===== src/hdl/ffc_pkg.sv =====
// Shared types and constants of the float format converter.
package ffc_pkg;

   typedef enum logic [1:0] {
      CMD_F32_TO_BF16 = 2'd0,
      CMD_BF16_TO_F32 = 2'd1,
      CMD_F32_TO_F16  = 2'd2,
      CMD_F16_TO_F32  = 2'd3
   } cmd_type;

   localparam int unsigned WORD_W   = 32;
   localparam int unsigned HALF_W   = 16;
   localparam int unsigned F32_BIAS = 127;
   localparam int unsigned F16_BIAS = 15;

   localparam logic [7:0] EXP_REBIAS   = 8'(F32_BIAS - F16_BIAS);
   localparam logic [7:0] F16_SUB_BASE = 8'(F32_BIAS - F16_BIAS + 1);
   localparam logic [7:0] F16_UNDER    = 8'(F32_BIAS - F16_BIAS - 10);
   localparam logic [7:0] F16_OVER     = 8'(F32_BIAS - F16_BIAS + 30);
   localparam logic [7:0] F32_EXP_ONES = 8'hff;
   localparam logic [4:0] F16_EXP_ONES = 5'h1f;

   localparam logic [30:0] F32_INF_ABS   = 31'h7f800000;
   localparam logic [15:0] BF16_QUIET    = 16'h0040;
   localparam logic [15:0] BF16_HALF_ULP = 16'h8000;
   localparam logic [9:0]  F16_QUIET     = 10'h200;

   typedef logic [WORD_W-1:0] word_type;

endpackage


===== src/hdl/ffc_req_if.sv =====
// Request channel carrying a command and a source bit pattern.
interface ffc_req_if
   import ffc_pkg::*;
   ();
   logic     valid;
   logic     ready;
   cmd_type  cmd;
   word_type operand_bits;

   modport source (output valid, output cmd, output operand_bits, input ready);
   modport sink   (input valid, input cmd, input operand_bits, output ready);
endinterface


===== src/hdl/ffc_rsp_if.sv =====
// Response channel carrying the converted bit pattern.
interface ffc_rsp_if
   import ffc_pkg::*;
   ();
   logic     valid;
   logic     ready;
   word_type result_bits;

   modport source (output valid, output result_bits, input ready);
   modport sink   (input valid, input result_bits, output ready);
endinterface


===== src/hdl/float_format_converter_top.sv =====
// Top level of the float format converter: input register, conversion, result register.
//
// Usage:
//   req_if carries a two-bit command and a 32-bit source word; rsp_if returns
//   one converted 32-bit word per request, in request order. Commands select
//   fp32->bf16 (round to nearest even), bf16->fp32, fp32->fp16 (truncating)
//   and fp16->fp32. 16-bit sources sit in the low half; 16-bit results come
//   back in the low half with the upper half zero.
//   A request passes through the input register, then through the conversion
//   logic into the result register. Throughput is one word per cycle, set by
//   the single conversion pass with no loop, while the receiver keeps
//   rsp_if.ready high.
//   Reset empties both registers; no response is pending afterward.
//   When the receiver stalls, the result register holds its word, the input
//   register fills behind it, and req_if.ready drops only when both are full.
module float_format_converter_top
   import ffc_pkg::*;
(
   input  logic   clock,
   input  logic   reset,
   ffc_req_if.sink   req_if,
   ffc_rsp_if.source rsp_if
);

   logic     in_valid_ff, in_valid_in;
   cmd_type  in_cmd_ff;
   word_type in_bits_ff;
   logic     out_valid_ff, out_valid_in;
   word_type out_bits_ff;
   word_type conv_bits;
   logic     out_advance;
   logic     in_advance;

   ffc_convert u_convert (
      .cmd          (in_cmd_ff),
      .operand_bits (in_bits_ff),
      .result_bits  (conv_bits)
   );

   assign out_advance = !out_valid_ff || rsp_if.ready;
   assign in_advance  = !in_valid_ff || out_advance;
   assign req_if.ready = in_advance;

   assign in_valid_in  = in_advance ? req_if.valid : in_valid_ff;
   assign out_valid_in = out_advance ? in_valid_ff : out_valid_ff;

   always_ff @(posedge clock) begin
      if (reset) begin
         in_valid_ff  <= 1'b0;
         out_valid_ff <= 1'b0;
      end else begin
         in_valid_ff  <= in_valid_in;
         out_valid_ff <= out_valid_in;
      end
   end

   always_ff @(posedge clock) begin
      if (in_advance) begin
         in_cmd_ff  <= req_if.cmd;
         in_bits_ff <= req_if.operand_bits;
      end
      if (out_advance) begin
         out_bits_ff <= conv_bits;
      end
   end

   assign rsp_if.valid       = out_valid_ff;
   assign rsp_if.result_bits = out_bits_ff;

   a_reset_empty: assert property (@(posedge clock)
      reset |=> !rsp_if.valid && !in_valid_ff)
      else $error("pipeline not empty after reset");

   a_accept_fills: assert property (@(posedge clock) disable iff (reset)
      req_if.valid && req_if.ready |=> in_valid_ff)
      else $error("accepted word lost at input register");

   a_hold_input: assert property (@(posedge clock) disable iff (reset)
      in_valid_ff && !out_advance |=> in_valid_ff && $stable(in_bits_ff))
      else $error("stalled input word dropped");

   a_half_upper_zero: assert property (@(posedge clock) disable iff (reset)
      in_valid_ff && (in_cmd_ff == CMD_F32_TO_BF16 || in_cmd_ff == CMD_F32_TO_F16)
      |-> conv_bits[31:16] == 16'd0)
      else $error("16-bit result with nonzero upper half");

endmodule


===== src/hdl/ffc_convert.sv =====
// Combinational conversion between fp32, bf16 and fp16 bit patterns.
module ffc_convert
   import ffc_pkg::*;
(
   input  cmd_type  cmd,
   input  word_type operand_bits,
   output word_type result_bits
);

   logic        sign32;
   logic [7:0]  exp8;
   logic [22:0] frac23;
   logic [9:0]  man10;

   logic [15:0] bf16_res;
   logic        bf16_up;
   logic [15:0] f16_res;
   logic [7:0]  sub_diff;
   logic [3:0]  sub_shamt;
   logic [10:0] sub_val;
   logic [7:0]  f16_exp8;

   logic        h_sign;
   logic [4:0]  h_exp;
   logic [9:0]  h_man;
   logic [3:0]  lead_pos;
   logic [3:0]  norm_shift;
   logic [9:0]  norm_man;
   logic [7:0]  norm_exp;
   word_type    f32_res;

   assign sign32 = operand_bits[31];
   assign exp8   = operand_bits[30:23];
   assign frac23 = operand_bits[22:0];
   assign man10  = operand_bits[22:13];

   // fp32 to bf16, round to nearest even
   assign bf16_up = (operand_bits[15:0] > BF16_HALF_ULP) ||
                    ((operand_bits[15:0] == BF16_HALF_ULP) && operand_bits[16]);

   always_comb begin
      if (operand_bits[30:0] > F32_INF_ABS) begin
         bf16_res = operand_bits[31:16] | BF16_QUIET;
      end else if (exp8 == 8'd0) begin
         bf16_res = {sign32, 15'd0};
      end else begin
         bf16_res = operand_bits[31:16] + {15'd0, bf16_up};
      end
   end

   // fp32 to fp16, truncating
   assign sub_diff  = F16_SUB_BASE - exp8;
   assign sub_shamt = sub_diff[3:0];
   assign sub_val   = {1'b1, man10} >> sub_shamt;
   assign f16_exp8  = exp8 - EXP_REBIAS;

   always_comb begin
      if (exp8 < F16_UNDER) begin
         f16_res = {sign32, 15'd0};
      end else if (exp8 < F16_SUB_BASE) begin
         f16_res = {sign32, 5'd0, sub_val[9:0]};
      end else if (exp8 == F32_EXP_ONES) begin
         if (frac23 == 23'd0) begin
            f16_res = {sign32, F16_EXP_ONES, 10'd0};
         end else begin
            f16_res = {sign32, F16_EXP_ONES, man10 | F16_QUIET};
         end
      end else if (exp8 > F16_OVER) begin
         f16_res = {sign32, F16_EXP_ONES, 10'd0};
      end else begin
         f16_res = {sign32, f16_exp8[4:0], man10};
      end
   end

   // fp16 to fp32, normalize subnormals
   assign h_sign = operand_bits[15];
   assign h_exp  = operand_bits[14:10];
   assign h_man  = operand_bits[9:0];

   always_comb begin
      lead_pos = 4'd0;
      for (int i = 0; i < 10; i++) begin
         if (h_man[i]) begin
            lead_pos = 4'(i);
         end
      end
   end

   assign norm_shift = 4'd10 - lead_pos;
   assign norm_man   = h_man << norm_shift;
   assign norm_exp   = F16_SUB_BASE - {4'd0, norm_shift};

   always_comb begin
      if (h_exp == 5'd0) begin
         if (h_man == 10'd0) begin
            f32_res = {h_sign, 31'd0};
         end else begin
            f32_res = {h_sign, norm_exp, norm_man, 13'd0};
         end
      end else if (h_exp == F16_EXP_ONES) begin
         f32_res = {h_sign, F32_EXP_ONES, h_man, 13'd0};
      end else begin
         f32_res = {h_sign, {3'd0, h_exp} + EXP_REBIAS, h_man, 13'd0};
      end
   end

   always_comb begin
      unique case (cmd)
         CMD_F32_TO_BF16: result_bits = {16'd0, bf16_res};
         CMD_BF16_TO_F32: result_bits = {operand_bits[15:0], 16'd0};
         CMD_F32_TO_F16:  result_bits = {16'd0, f16_res};
         CMD_F16_TO_F32:  result_bits = f32_res;
         default:         result_bits = '0;
      endcase
   end

endmodule


===== src/flat_wrapper.sv =====
// flat-port wrapper written by rule: the top's interface ports become plain ports
module float_format_converter_top_flat import ffc_pkg::*;
  (clock, reset, req_if_valid, req_if_cmd, req_if_operand_bits, req_if_ready, rsp_if_valid, rsp_if_result_bits, rsp_if_ready);
  ffc_req_if req_if_i ();
  ffc_rsp_if rsp_if_i ();
  input  logic clock;
  input  logic reset;
  input wire logic [$bits(req_if_i.valid)-1:0] req_if_valid;
  input wire logic [$bits(req_if_i.cmd)-1:0] req_if_cmd;
  input wire logic [$bits(req_if_i.operand_bits)-1:0] req_if_operand_bits;
  output wire logic [$bits(req_if_i.ready)-1:0] req_if_ready;
  output wire logic [$bits(rsp_if_i.valid)-1:0] rsp_if_valid;
  output wire logic [$bits(rsp_if_i.result_bits)-1:0] rsp_if_result_bits;
  input wire logic [$bits(rsp_if_i.ready)-1:0] rsp_if_ready;
  assign req_if_i.valid = req_if_valid;
  assign req_if_i.cmd = req_if_cmd;
  assign req_if_i.operand_bits = req_if_operand_bits;
  assign req_if_ready = req_if_i.ready;
  assign rsp_if_valid = rsp_if_i.valid;
  assign rsp_if_result_bits = rsp_if_i.result_bits;
  assign rsp_if_i.ready = rsp_if_ready;
  float_format_converter_top u_core (.clock(clock), .reset(reset), .req_if(req_if_i), .rsp_if(rsp_if_i));
endmodule

===== config.mk =====
export PLATFORM = sky130hd
export DESIGN_NAME = float_format_converter_top_flat
export DESIGN_NICKNAME = d
export VERILOG_FILES = /design/src/hdl/ffc_pkg.sv /design/src/hdl/ffc_req_if.sv /design/src/hdl/ffc_rsp_if.sv /design/src/hdl/float_format_converter_top.sv /design/src/hdl/ffc_convert.sv /design/src/flat_wrapper.sv
export SDC_FILE = /design/constraint.sdc
export NUM_CORES = 1
export LEC_CHECK = 0
export BUFFER_PORTS_ARGS = -buffer_cell sky130_fd_sc_hd__buf_2
export CAP_MARGIN = 20
export CORE_ASPECT_RATIO = 1.5
export CORE_MARGIN = 1
export CORE_UTILIZATION = 57
export CTS_CLUSTER_DIAMETER = 50
export DETAILED_ROUTE_END_ITERATION = 10
export PLACE_DENSITY = 0.81
export SETUP_SLACK_MARGIN = 0.5
export SYNTH_ARGS = -nofsm -noshare
export SYNTH_HDL_FRONTEND = slang
export SYNTH_HIERARCHICAL = 1
export SYNTH_SLANG_ARGS = --single-unit

===== constraint.sdc =====
create_clock -name clock -period 4.15 [get_ports clock]
set_clock_uncertainty 0.2 [all_clocks]
set_input_delay 0.6225 -clock clock [delete_from_list [all_inputs] [get_ports clock]]
set_output_delay 0.6225 -clock clock [all_outputs]
set_load 0.05 [all_outputs]

; ---- Word level (Yosys, flattened, before mapping)
; Cells that the tools add are included.
[classes]
add_sub_neg = 6
order_cmp = 5
n_eq_ne = 6
shift = 2
n_mux = 20
n_reduce_logical = 11
[ops]
columns = cell, count
row1 = case mux 32 bit (4 select lines), 1
row2 = 2-to-1 mux 31 bit, 3
row3 = 2-to-1 mux 15 bit, 4
row4 = 2-to-1 mux 16 bit, 2
row5 = 2-to-1 mux 4 bit, 8
row6 = "greater-than comparator 31 bit, second input constant", 1
row7 = logical NOT 23 bit, 1
row8 = adder 16 x 1 -> 16 bit, 1
row9 = "== test 16 bit, second input constant", 1
row10 = "greater-than comparator 16 bit, second input constant", 1
row11 = "less-than comparator 8 x 7 -> 1 bit, second input constant", 2
row12 = right shift 11 x 4 -> 10 bit, 1
row13 = logical NOT 10 bit, 1
row14 = 2-to-1 mux 10 bit, 1
row15 = << shifter 10 x 4 -> 10 bit, 1
row16 = "adder 5 x 7 -> 8 bit, second input constant", 1
row17 = "== test 8 bit, second input constant", 1
row18 = "greater-than comparator 8 bit, second input constant", 1
row19 = logical NOT 8 bit, 1
row20 = "subtractor 7 x 4 -> 8 bit, first input constant", 1
row21 = "== test 5 bit, second input constant", 1
row22 = logical NOT 5 bit, 1
row23 = "subtractor 5 bit, second input constant", 1
row24 = "== test 2 bit, second input constant", 2
row25 = 8 further kinds, 11
[totals]
ff_bits = 68
in_bits = 38
out_inout_bits = 34

; ---- Logic depth before layout (Yosys ltp)
; Gate-level depths: netlist of the first run.
[depth]
ltp_word = 14
mapped_depth = 12

; ---- Modules after synthesis
; The synthesis of the first run kept the hierarchy.
[by_module_without_submodules]
columns = module, n_inst, cells_per_inst, area_each_um2, seq_area_each_um2
row1 = ffc_convert, 1, 327, 2098.3, 0.0
row2 = float_format_converter_top, 1, 74, 2053.2, 2021.9

; ---- Worst setup path after synthesis of the first run
; No wires, ideal clock.
[synth_path]
kind = register to register
start = register u_core.in_bits_ff[3]
end = register u_core.out_bits_ff[8], in the netlist u_core/rsp_if.result_bits[8] (data pin)
arrival_ns = 2.741
t_required_ns = 3.689
slack_ns = 0.948
path_stages_with_launch = 13
path_buffers = 1
path_cell_list = edfxtp_1 > buf_6 > or4_4 > nand3b_1 > or2_2 > o21a_1 > ha_1 > ha_1 > nand2_1 > nor3_1 > xnor2_1 > nor2_1 > a221o_1
[synth_between]
elab_chain_cells = 7
[synth_lines]
columns = element, line_no
row1 = start: declaration, float_format_converter_top.sv:27  ; word_type in_bits_ff;
row2 = start signal: assignment, float_format_converter_top.sv:60  ; in_bits_ff <= req_if.operand_bits;
row3 = "parallel branches: the longest is 6 deep, another holds greater-than comparator 16 bit", --
row4 = case mux 32 bit (4 select lines) (*), ffc_convert.sv:108  ; unique case (cmd)
row5 = net u_core.conv_bits[8], float_format_converter_top.sv:30  ; word_type conv_bits;
row6 = end signal: assignment, float_format_converter_top.sv:63  ; out_bits_ff <= conv_bits;
row7 = end: declaration, float_format_converter_top.sv:29  ; word_type out_bits_ff;
; Mark *: on every way through the listed nets, which the timed path passes.
; A chain may end at the register's enable or synchronous reset.

; ---- Final worst setup path of the first run
[layout_path]
start = register u_core.in_bits_ff[3]
end = register u_core.out_bits_ff[14], in the netlist u_core/rsp_if.result_bits[14] (data pin)
[layout_between]
elab_chain_cells = 12
[layout_lines]
columns = element, line_no
row1 = 2-to-1 mux 4 bit (7 in series), ffc_convert.sv:83  ; if (h_man[i]) begin
row2 = subtractor 4 bit, ffc_convert.sv:89  ; assign norm_shift = 4'd10 - lead_pos;
row3 = << shifter 10 x 4 -> 10 bit, ffc_convert.sv:90  ; assign norm_man = h_man << norm_shift;
row4 = 2-to-1 mux 31 bit, ffc_convert.sv:95  ; if (h_man == 10'd0) begin
row5 = 2-to-1 mux 31 bit, ffc_convert.sv:94  ; if (h_exp == 5'd0) begin
row6 = case mux 32 bit (4 select lines) (*), ffc_convert.sv:108
row7 = net u_core.conv_bits[14], float_format_converter_top.sv:30
; Mark *: on every way through the listed nets, which the timed path passes. The rest lies on a longest branch.

==> metrics.txt, run 1 <==
status=complete, no violations; xor and xnor area share after synthesis=0.03586; switching part of the total power=0.3142; routed vias=3666; sequential share of the synthesized area=0.4870; I/O pin count=72; reg-to-reg startpoint=u_core/in_bits_ff[3]; layout cells sized above 1=0.2372; VDD IR-drop max=0.0002464 V; post-route cell area=4725 um^2; Core Box Area=6944 um^2; number of max-slew violations in the final report=0; diode count=0; GRT Overall Usage=0.2971; first-pass GRT wire length=16880 um; vias in the first global route=3498; area of the multi-input gates=1957 um^2; worst slew pin tran=768.6 ps; drt drc=0; largest net degree at the start of global routing=37; Sequential Power Share=0.488; dominant cells by area after synthesis=edfxtp_1, nand2_1, nor2_1; number of H-tree levels=3; clk sink count=68; Final Hold Viols=0; top-area cell type share of the netlist area=0.4774; Hold Path Stages=1; Main synth FF type=edfxtp_1; grt total ovfl=0; clk_lat worst skew=350 ps; adder-cell share of the synthesized area=0.01507; post-DP HPWL=7915 um; # hold bufs at CTS=0; Fillers=525; min-delay src=req_if_operand_bits[19]; initial core utilization=0.5978; final WL=10870 um; full die area=7635 um^2; P_int=1.224 mW; Cell Area, Synth=4151 um^2; Worst Path Required=4020 ps; Final period util=0.8460; largest area contributor in the netlist=edfxtp_1; Die W=71.68 um; R2R depth=11; FF+latch area=2022 um^2; Clock power frac=0.288; Tot Pwr=1.784 mW; Synth top cells by count=edfxtp_1, nand2_1, nor2_1; Post-Syn Instances=401; DRT antenna net count=0; clk root buf=clkbuf_8; R2R Path End=u_core/rsp_if.result_bits[14]; Finish-stage setup viols=0; Gate power share=0.224; CTS clk-pin slew, worst paths=70 ps; worst hold-check path type=input port to register; CTS tree=done; Min-Delay Endpoint=u_core/in_bits_ff[19]; syn_area_per_cell=10.35 um^2; mux cell area share after synthesis=0.04008; Vias/cell=6.714; Bufs on Longest Clock Path=2; slew margin rel.=0.4857; internal reg-to-reg setup slack=640 ps; clock buffer count from CTS=9; number of antenna violations at the first check in global routing=0; row cnt=37; PD cells=377.6 nW/um^2; I/O Buffers=71; Post-Synth Simple-Gate Area=0.1863; placed cell area=4533 um^2; Resize count post-CTS=0; compound-gate portion of the synthesized area=0.1941; Max Clk Rate=0.2848 GHz; crit-path max FO=11; TritonRoute pass-1 iters=7; synth warn=6; max cap viols=0; Fin Setup TNS=0 ps; kind of end point of the critical path=register; DIE HEIGHT=106.5 um; initial DRC count=445; Arr. time, crit path=3380 ps; CP Class=register to register; drt wl/cell=19.90 um; main combinational cell family by area after synthesis=compound AO/OA/AOI/OAI gates; Psw=560.5 uW; Syn-to-layout area delta=13.80%; Synth Register Bits=68; CP Launch Type=register; Post-synth EDFFs=66; GPL Wtd Cong=0.9749; unrepaired setup endpoints after global routing=no; post-layout min period=3511 ps; NumNets Final=506; Post-CTS Setup Bufs=0; ys async rst share=0; syn nets=444; LEAKAGE=1.909 nW; top-count cell post-synth=edfxtp_1; library cells used by synthesis=68
## flip-flops by register name (all words and copies together) (netlist names)
register / cells
u_core/rsp_if.result_bits: 32
u_core/in_valid_ff: 1
u_core/in_cmd_ff: 2
u_core/rsp_if.valid: 1
u_core/in_bits_ff: 32
## metal layers
| metal | global-route usage | up-vias | share of wire |
|---|---|---|---|
| li1 | - | 1662 | - |
| met1 | 0.3138 | 1723 | 0.36 |
| met2 | 0.5222 | 229 | 0.51 |
| met3 | 0.06256 | 52 | 0.069 |
| met4 | 0.1947 | 0 | 0.052 |
| met5 | 0 | - | 0 |
## placed cells by master (no fill, tap or decap), types with 5 or more instances in the layout
| cell | instances |
|---|---|
| nand3_1 | 17 |
| buf_4 | 7 |
| edfxtp_1 | 66 |
| inv_1 | 13 |
| nor2b_1 | 8 |
| o22ai_1 | 8 |
| nand2_1 | 37 |
| a31oi_1 | 6 |
| o21ai_0 | 17 |
| xor2_1 | 5 |
| xnor2_1 | 12 |
| clkbuf_8 | 13 |
| a22oi_1 | 5 |
| nor2_1 | 30 |
| buf_2 | 71 |
| mux2i_1 | 11 |
| ha_1 | 5 |
| nand2b_1 | 8 |
| a21oi_1 | 18 |
| nor3_1 | 10 |
| a221o_1 | 7 |
## power by group through the flow
stage	combinational, mW	clock (mW)	sequential (mW)
4_1_cts	0.392	0.526	0.869
2_1_floorplan	0.198	0	0.968
6_report	0.400	0.514	0.870
5_1_grt	0.421	0.550	0.878
3_3_place_gp	0.388	0	0.882
3_5_place_dp	0.390	0	0.884
## per-stage QoR
stage / setup slack (ps) / instances / utilization / hold WS (ps)
final: 639.2 / 546 / 0.6804 / 238.3
after global routing: 534.9 / 546 / 0.6804 / 215.8
after CTS: 669.9 / 546 / 0.6804 / 222.7
after detailed placement: 690.1 / 530 / 0.6528 / 244.4
after global placement: 748.1 / 530 / 0.6528 / 226.5
after floorplan: 948.2 / 401 / - / 219.6
## worst max path at each step
| stage | start | end | slack, ps | cells past startpoint |
|---|---|---|---|---|
| finish | u_core/in_bits_ff[3] | u_core/rsp_if.result_bits[14] | 640 | 11 |
| global route | u_core/in_bits_ff[3] | u_core/rsp_if.result_bits[14] | 530 | 11 |
| CTS | u_core/in_bits_ff[3] | u_core/rsp_if.result_bits[14] | 670 | 11 |
| detailed placement | u_core/in_bits_ff[3] | u_core/rsp_if.result_bits[14] | 690 | 11 |
| global placement | u_core/in_bits_ff[3] | u_core/rsp_if.result_bits[8] | 750 | 11 |
| floorplan | u_core/in_bits_ff[3] | u_core/rsp_if.result_bits[8] | 950 | 12 |
## worst max-delay path, stage by stage, from the launching register on
cell,delay (ps)
edfxtp_1,530
or4_4,600
nand3b_1,250
or2_2,360
o21a_1,180
ha_1,220
ha_1,240
nand2_1,130
nor4b_2,90
nand3_1,120
xor2_1,170
o221ai_1,130
## cell families after synthesis
kind of cell             count (synthesis)
AO/OA/AOI/OAI                          111
XOR/XNOR                                17
adder cells (fa/ha/maj)                  5
buffers and inverters                   40
flip-flops                              68
multiplexers                            15
AND/OR/NAND/NOR                        145
## cell type report
class,count,area share
flip-flops and latches,68,0.4280
repair buffers,78,0.08633
multi-input cells,293,0.4142
inverters,13,0.01033
well taps,78,0.02066
clock inverters,1,0.001059
clock buffers,15,0.03946
No activity file was read; power rests on OpenSTA's default activity.
==> run 2: changes to the inputs <==
Settings changed: ABC_AREA from default to 1.
Clock period 4.15 ns to 3.6 ns, I/O delays scaled along.
==> run 2 against run 1 <==
Effect of this change:
- total power grew 22%
- first-iteration DRC count is the same
- clock-buffer cell count shrank 5
- global-route usage grew 2.9 points
- combinational power grew 26%
- setup slack lost 21 ps
- final cell count grew 25%
- critical endpoint unchanged
- fmax grew 18%
==> metrics.txt, run 2 <==
status=complete, no violations (unchanged); synth warn=6 (unchanged); DIE HEIGHT=106.9 um (was 106.5 um); largest stage delay on the critical path=440 ps (was 600 ps); top-count cell post-synth=nand2_1 (was edfxtp_1); clk sink count=68 (unchanged); grt total ovfl=0 (unchanged); post-DP HPWL=9111 um (was 7915 um); area of the multi-input gates=1894 um^2 (was 1957 um^2); Vias/cell=5.905 (was 6.714); Post-synth EDFFs=66 (unchanged); Final period util=0.8284 (was 0.8460); Synth Register Bits=68 (unchanged); Syn-to-layout area delta=18.30% (was 13.80%); vias in the first global route=3799 (was 3498); max cap viols=0 (unchanged); clock buffer count from CTS=9 (unchanged); Gate power share=0.232 (was 0.224); I/O Buffers=71 (unchanged); post-layout min period=2982 ps (was 3511 ps); LEAKAGE=2.274 nW (was 1.909 nW); VDD IR-drop max=0.0002940 V (was 0.0002464 V); slew margin rel.=0.5200 (was 0.4857); syn_area_per_cell=8.436 um^2 (was 10.35 um^2); number of antenna violations at the first check in global routing=0 (unchanged); syn nets=539 (was 444); CP Launch Type=register (unchanged); routed vias=4021 (was 3666); Arr. time, crit path=2880 ps (was 3380 ps); CP bufs+invs=2 (was 0); largest net degree at the start of global routing=36 (was 37); first-pass GRT wire length=18460 um (was 16880 um); DRT antenna net count=0 (unchanged); sequential share of the synthesized area=0.4833 (was 0.4870); layout cells sized above 1=0.2534 (was 0.2372); clk_lat worst skew=350 ps (about the same); Fin Setup TNS=0 ps (unchanged); library cells used by synthesis=42 (was 68); I/O pin count=72 (unchanged); Fillers=561 (was 525); initial core utilization=0.5985 (was 0.5978); Final Hold Viols=0 (unchanged); final WL=11940 um (was 10870 um); crit-path max FO=6 (was 11); FF+latch area=2022 um^2 (unchanged); Psw=711.4 uW (was 560.5 uW); top-area cell type share of the netlist area=0.4737 (was 0.4774); worst hold-check path type=input port to register (unchanged); Post-Syn Instances=496 (was 401); diode count=0 (unchanged); Core Box Area=6990 um^2 (was 6944 um^2); PD cells=439.6 nW/um^2 (was 377.6 nW/um^2); Die W=71.96 um (was 71.68 um); commonest cells after routing, fill and taps aside=nand2_1, buf_2, edfxtp_1 (was buf_2, edfxtp_1, nand2_1); dominant cells by area after synthesis=edfxtp_1, nand2_1, o21ai_0 (was edfxtp_1, nand2_1, nor2_1); Cell Area, Synth=4184 um^2 (was 4151 um^2); critical-path cell list=inv_2 -> nand3_2 -> nor2_4 -> nand3_2 -> nor2_4 -> nand2_1 -> nand2_1 -> inv_1 -> ha_2 -> ha_1 -> nand2_2 -> nor3_4 -> nand4_1 -> a31oi_1 -> a31oi_2 -> o21ai_1 (was or4_4 -> nand3b_1 -> or2_2 -> o21a_1 -> ha_1 -> ha_1 -> nand2_1 -> nor4b_2 -> nand3_1 -> xor2_1 -> o221ai_1); CTS tree=done (unchanged); Main synth FF type=edfxtp_1 (unchanged); ys async rst share=0 (unchanged); Crit path max-delay family=simple AND/OR/NAND/NOR gates (unchanged); unrepaired setup endpoints after global routing=yes (was no); worst slew pin tran=720.0 ps (was 768.6 ps); most common cell after layout, fill and taps aside=nand2_1 (was buf_2); full die area=7694 um^2 (was 7635 um^2); P_int=1.464 mW (was 1.224 mW); largest area contributor in the netlist=edfxtp_1 (unchanged); critical path's slowest cell=edfxtp_1 (was or4_4); drt wl/cell=17.53 um (was 19.90 um); Max Clk Rate=0.3353 GHz (was 0.2848 GHz); CP Class=register to register (unchanged); CTS clk-pin slew, worst paths=80 ps (was 70 ps); NumNets Final=622 (was 506); GRT Overall Usage=0.3260 (was 0.2971); TritonRoute pass-1 iters=5 (was 7); Tot Pwr=2.176 mW (was 1.784 mW); row cnt=37 (unchanged); number of max-slew violations in the final report=0 (unchanged); number of H-tree levels=3 (unchanged); drt drc=0 (unchanged); Worst Path Required=3500 ps (was 4020 ps); Synth top cells by count=nand2_1, edfxtp_1, inv_1 (was edfxtp_1, nand2_1, nor2_1); GPL Wtd Cong=1.003 (was 0.9749); Finish-stage setup viols=0 (unchanged); switching part of the total power=0.3270 (was 0.3142); Bufs on Longest Clock Path=2 (unchanged); Clock power frac=0.317 (was 0.288); Sequential Power Share=0.451 (was 0.488); clk root buf=clkbuf_8 (unchanged); kind of end point of the critical path=register (unchanged); initial DRC count=445 (unchanged)
run 2: cell types whose count changed in the layout (fill, tap and decap cells not counted), moves of 9 or more:
cell and change:
a21oi_1 +11, inv_2 +9, nand3_1 +10, nand2_1 +79
xnor2_1 -11, inv_1 +40, o21ai_1 +13, o21ai_0 +35
mux2i_1 -10, nand2_2 +9
run 2: cells by family (layout without fill, tap and decap cells):
group | Yosys count | in the layout | share of synthesized area
simple gates | 213 | 213 | 0.2410
compound gates | 125 | 125 | 0.1666
buf+inv | 76 | 164 | 0.07326
flops | 68 | 68 | 0.4833
xor+xnor | 8 | 8 | 0.01854
fa+ha+maj | 5 | 5 | 0.01495
mux | 1 | 1 | 0.002392
run 2: per-stage QoR:
stage | instances | hold WS (ps) | worst slack, ps | instance area, um^2 | util
6_report | 681 | 156.3 | 617.9 | 4950 | 0.7081
5_1_grt | 681 | 138.0 | 457.9 | 4950 | 0.7081
4_1_cts | 675 | 138.7 | 519.1 | 4872 | 0.6970
3_5_place_dp | 659 | 257.4 | 467.8 | 4649 | 0.6651
3_3_place_gp | 659 | 245.2 | 470.0 | 4649 | 0.6651
2_1_floorplan | 496 | 236.3 | 995.0 | 4184 | -
run 2: final timing paths:
kind,startpoint,to,slack (ps),cells after the start
min reg2reg,u_core/in_valid_ff,u_core/rsp_if.valid,280,2
max reg2reg,u_core/in_bits_ff[7],u_core/rsp_if.result_bits[14],620,16
max,u_core/in_bits_ff[7],u_core/rsp_if.result_bits[14],620,16
min,reset,u_core/rsp_if.valid,160,2
run 2: timing repair:
| item | 4_1_cts | 5_1_grt |
|---|---|---|
| gates resized for setup | 1 | 6 |
| buffers inserted | 0 | 6 |
| endpoints found under the setup margin | 1 | 11 |
| gates cloned | 0 | 0 |
| hold buffers | 0 | 0 |
run 2: cell type report:
type | instances | share of cell area
tap | 97 | 0.02452
clock inverter | 6 | 0.01795
sequential | 68 | 0.4085
clock buffer | 10 | 0.02578
multi-input combinational | 352 | 0.3827
timing repair buffer | 84 | 0.09151
inverter | 64 | 0.04904
run 2: power groups by stage:
stage	sequential, mW	clock [mW]	combinational (mW)
after floorplan	1.12	0	0.225
after global placement	0.998	0	0.482
after detailed placement	0.999	0	0.481
after CTS	0.982	0.698	0.484
after global routing	0.988	0.721	0.542
final	0.981	0.689	0.505
run 2: per-layer routing:
layer | track usage | vias to the layer above | part of all wire
met5 | 0 | - | 0
met4 | 0.2199 | 0 | 0.076
met3 | 0.05921 | 77 | 0.062
met2 | 0.5889 | 256 | 0.53
met1 | 0.3344 | 1803 | 0.33
li1 | - | 1885 | -
==> run 3: changes to the inputs <==
Settings changed: CORE_UTILIZATION 57 to 51, PLACE_DENSITY 0.81 to 0.76.
Clock period 3.6 ns to 2.7 ns, I/O delays scaled along.
==> run 3 against run 2 <==
Effect of this change:
- global-route usage grew 0.94 points
- first-iteration DRC count shrank 34%
- sequential cell count is the same
- die area grew 11%
- register-to-register slack got worse by 560 ps
- clock power up 81%
- via count grew 9.2%
- sequential share of layout area down 5.4 points
- sequential power is 33% higher
- critical path depth rose by 2
- combinational power increased by 65%
- final cell count up 10%
==> metrics.txt, run 3 (synthesized netlist as in run 2, its figures left out) <==
PD cells=592.3 nW/um^2 (was 439.6 nW/um^2); R2R depth=18 (was 16); Tot Pwr=3.380 mW (was 2.176 mW); Worst Path Required=2680 ps (was 3500 ps); drt drc=0 (unchanged); GR Layer Usage met2=0.6630 (was 0.5889); Final Hold Slack=45.27 ps (was 156.3 ps); Hold Path Stages=2 (unchanged); drt wl/cell=18.80 um (was 17.53 um); routed vias=4391 (was 4021); kind of end point of the critical path=register (unchanged); diode count=0 (unchanged); Die W=75.96 um (was 71.96 um); worst slew pin tran=442.7 ps (was 720.0 ps); initial core utilization=0.5258 (was 0.5985); Finish-stage setup viols=0 (unchanged); Max Clk Rate=0.3792 GHz (was 0.3353 GHz); number of antenna violations at the first check in global routing=0 (unchanged); full die area=8578 um^2 (was 7694 um^2); Arr. time, crit path=2620 ps (was 2880 ps); status=complete, no violations (unchanged); clk root buf=clkbuf_16 (was clkbuf_8); Vias/cell=5.839 (was 5.905); final WL=14140 um (was 11940 um); slew margin rel.=0.7049 (was 0.5200); layout cells sized above 1=0.3679 (was 0.2534); Final Hold Viols=0 (unchanged); NumNets Final=686 (was 622); # hold bufs at CTS=0 (unchanged); reg-to-reg startpoint=u_core/in_bits_ff[8] (was u_core/in_bits_ff[7]); CP Class=register to register (unchanged); GPL Wtd Cong=1.022 (was 1.003); clk sink count=68 (unchanged); worst hold-check path type=input port to register (unchanged); DIE HEIGHT=112.9 um (was 106.9 um); Final period util=0.9767 (was 0.8284); critical path's slowest cell=edfxtp_1 (unchanged); number of max-slew violations in the final report=0 (unchanged); GRT Overall Usage=0.3354 (was 0.3260); DRT antenna net count=0 (unchanged); CP Launch Type=register (unchanged); I/O pin count=72 (unchanged); CTS clk-pin slew, worst paths=60 ps (was 80 ps); VDD IR-drop max=0.0004086 V (was 0.0002940 V); number of H-tree levels=3 (unchanged); routing usage on met1=0.2994 (was 0.3344); grt total ovfl=0 (unchanged); Bufs on Longest Clock Path=2 (unchanged); CTS tree=done (unchanged); clock buffer count from CTS=9 (unchanged); clk_lat worst skew=330 ps (was 350 ps); met3 usage=0.04839 (was 0.05921); initial DRC count=292 (was 445); commonest cells after routing, fill and taps aside=nand2_1, buf_2, buf_4 (was nand2_1, buf_2, edfxtp_1); crit-path max FO=4 (was 6); GR peak layer=met2 (unchanged); post-DP HPWL=10280 um (was 9111 um); first-pass GRT wire length=21420 um (was 18460 um); max cap viols=0 (unchanged); largest net degree at the start of global routing=34 (was 36); R2R Path End=u_core/rsp_if.result_bits[6] (was u_core/rsp_if.result_bits[14]); min-delay src=reset (unchanged); I/O Buffers=71 (unchanged); Syn-to-layout area delta=36.39% (was 18.30%); most common cell after layout, fill and taps aside=nand2_1 (unchanged); largest stage delay on the critical path=430 ps (was 440 ps); internal reg-to-reg setup slack=60 ps (was 620 ps); vias in the first global route=4432 (was 3799); row cnt=40 (was 37); critical-path cell list=nor2_2 -> inv_2 -> nor2_4 -> nand3_4 -> nor2_4 -> nand2_1 -> nand2_1 -> inv_2 -> ha_4 -> ha_4 -> nand2_4 -> nor3_4 -> nand2_1 -> inv_2 -> buf_4 -> nor3_2 -> o21ai_1 -> o21ai_1 (was inv_2 -> nand3_2 -> nor2_4 -> nand3_2 -> nor2_4 -> nand2_1 -> nand2_1 -> inv_1 -> ha_2 -> ha_1 -> nand2_2 -> nor3_4 -> nand4_1 -> a31oi_1 -> a31oi_2 -> o21ai_1); TritonRoute pass-1 iters=5 (unchanged); CP Launch Point=u_core/in_bits_ff[8] (was u_core/in_bits_ff[7]); Min-Delay Endpoint=u_core/in_valid_ff (was u_core/rsp_if.valid); unrepaired setup endpoints after global routing=yes (unchanged); post-layout min period=2637 ps (was 2982 ps); Core Box Area=7958 um^2 (was 6990 um^2); LEAKAGE=2.657 nW (was 2.274 nW)
[run 3: changes by cell type in the layout (fill, tap and decap cells not counted), sizes merged]
cell	previous run	this run
inv	63	64
clkinvlp	2	1
clkbuf	10	9
buf	84	148
[run 3: routing by layer]
layer | wire, um | up-vias
met5 | 0 | -
met2 | 7936 | 234
met1 | 4462 | 2072
li1 | - | 2005
met4 | 1054 | 0
met3 | 684 | 80
[run 3: worst max-delay path by stage]
| stage | to | cells past startpoint |
|---|---|---|
| finish | u_core/rsp_if.result_bits[6] | 18 |
| global route | u_core/rsp_if.result_bits[22] | 21 |
| CTS | u_core/rsp_if.result_bits[14] | 16 |
| detailed placement | u_core/rsp_if.result_bits[12] | 19 |
| global placement | u_core/rsp_if.result_bits[12] | 18 |
| floorplan | u_core/rsp_if.result_bits[8] | 17 |
[run 3: report_power, final]
| group | total (mW) | internal [mW] | switching [mW] |
|---|---|---|---|
| sequential | 1.30 | 1.25 | 0.0496 |
| combinational | 0.833 | 0.276 | 0.557 |
| clock | 1.25 | 0.804 | 0.443 |
| total | 3.38 | 2.33 | 1.05 |
[run 3: timing repair]
action | in CTS | in global routing
setup endpoints to repair | 27 | 27
cloned | 0 | 0
pin swaps | 25 | 6
resized for setup | 26 | 10
setup buffers | 26 | 19
[run 3: worst max-delay path: cells and delay by family, from the launching register on]
family / cells / cell delay [ps]
simple gates: 10 / 1030
flops: 1 / 430
buf+inv: 4 / 330
fa+ha+maj: 2 / 330
compound gates: 2 / 190
[run 3: cell type report]
class	count	area (um^2)
inverters	64	245.2
repair buffers	148	970.9
multi-input cells	352	2022
fillers	607	2251
flip-flops and latches	68	2022
well taps	105	131.4
clock buffers	9	225.2
clock inverters	6	90.09
[run 3: per-stage QoR]
step	area, um^2	worst slack (ps)	setup TNS [ps]	instances	utilization
2_1_floorplan	4274	195.1	0	496	-
3_3_place_gp	4928	117.5	0	692	0.6193
3_5_place_dp	4928	72.90	0	692	0.6193
4_1_cts	5529	184.8	0	733	0.6948
5_1_grt	5707	-118.9	-371.8	752	0.7171
6_report	5707	62.80	0	752	0.7171
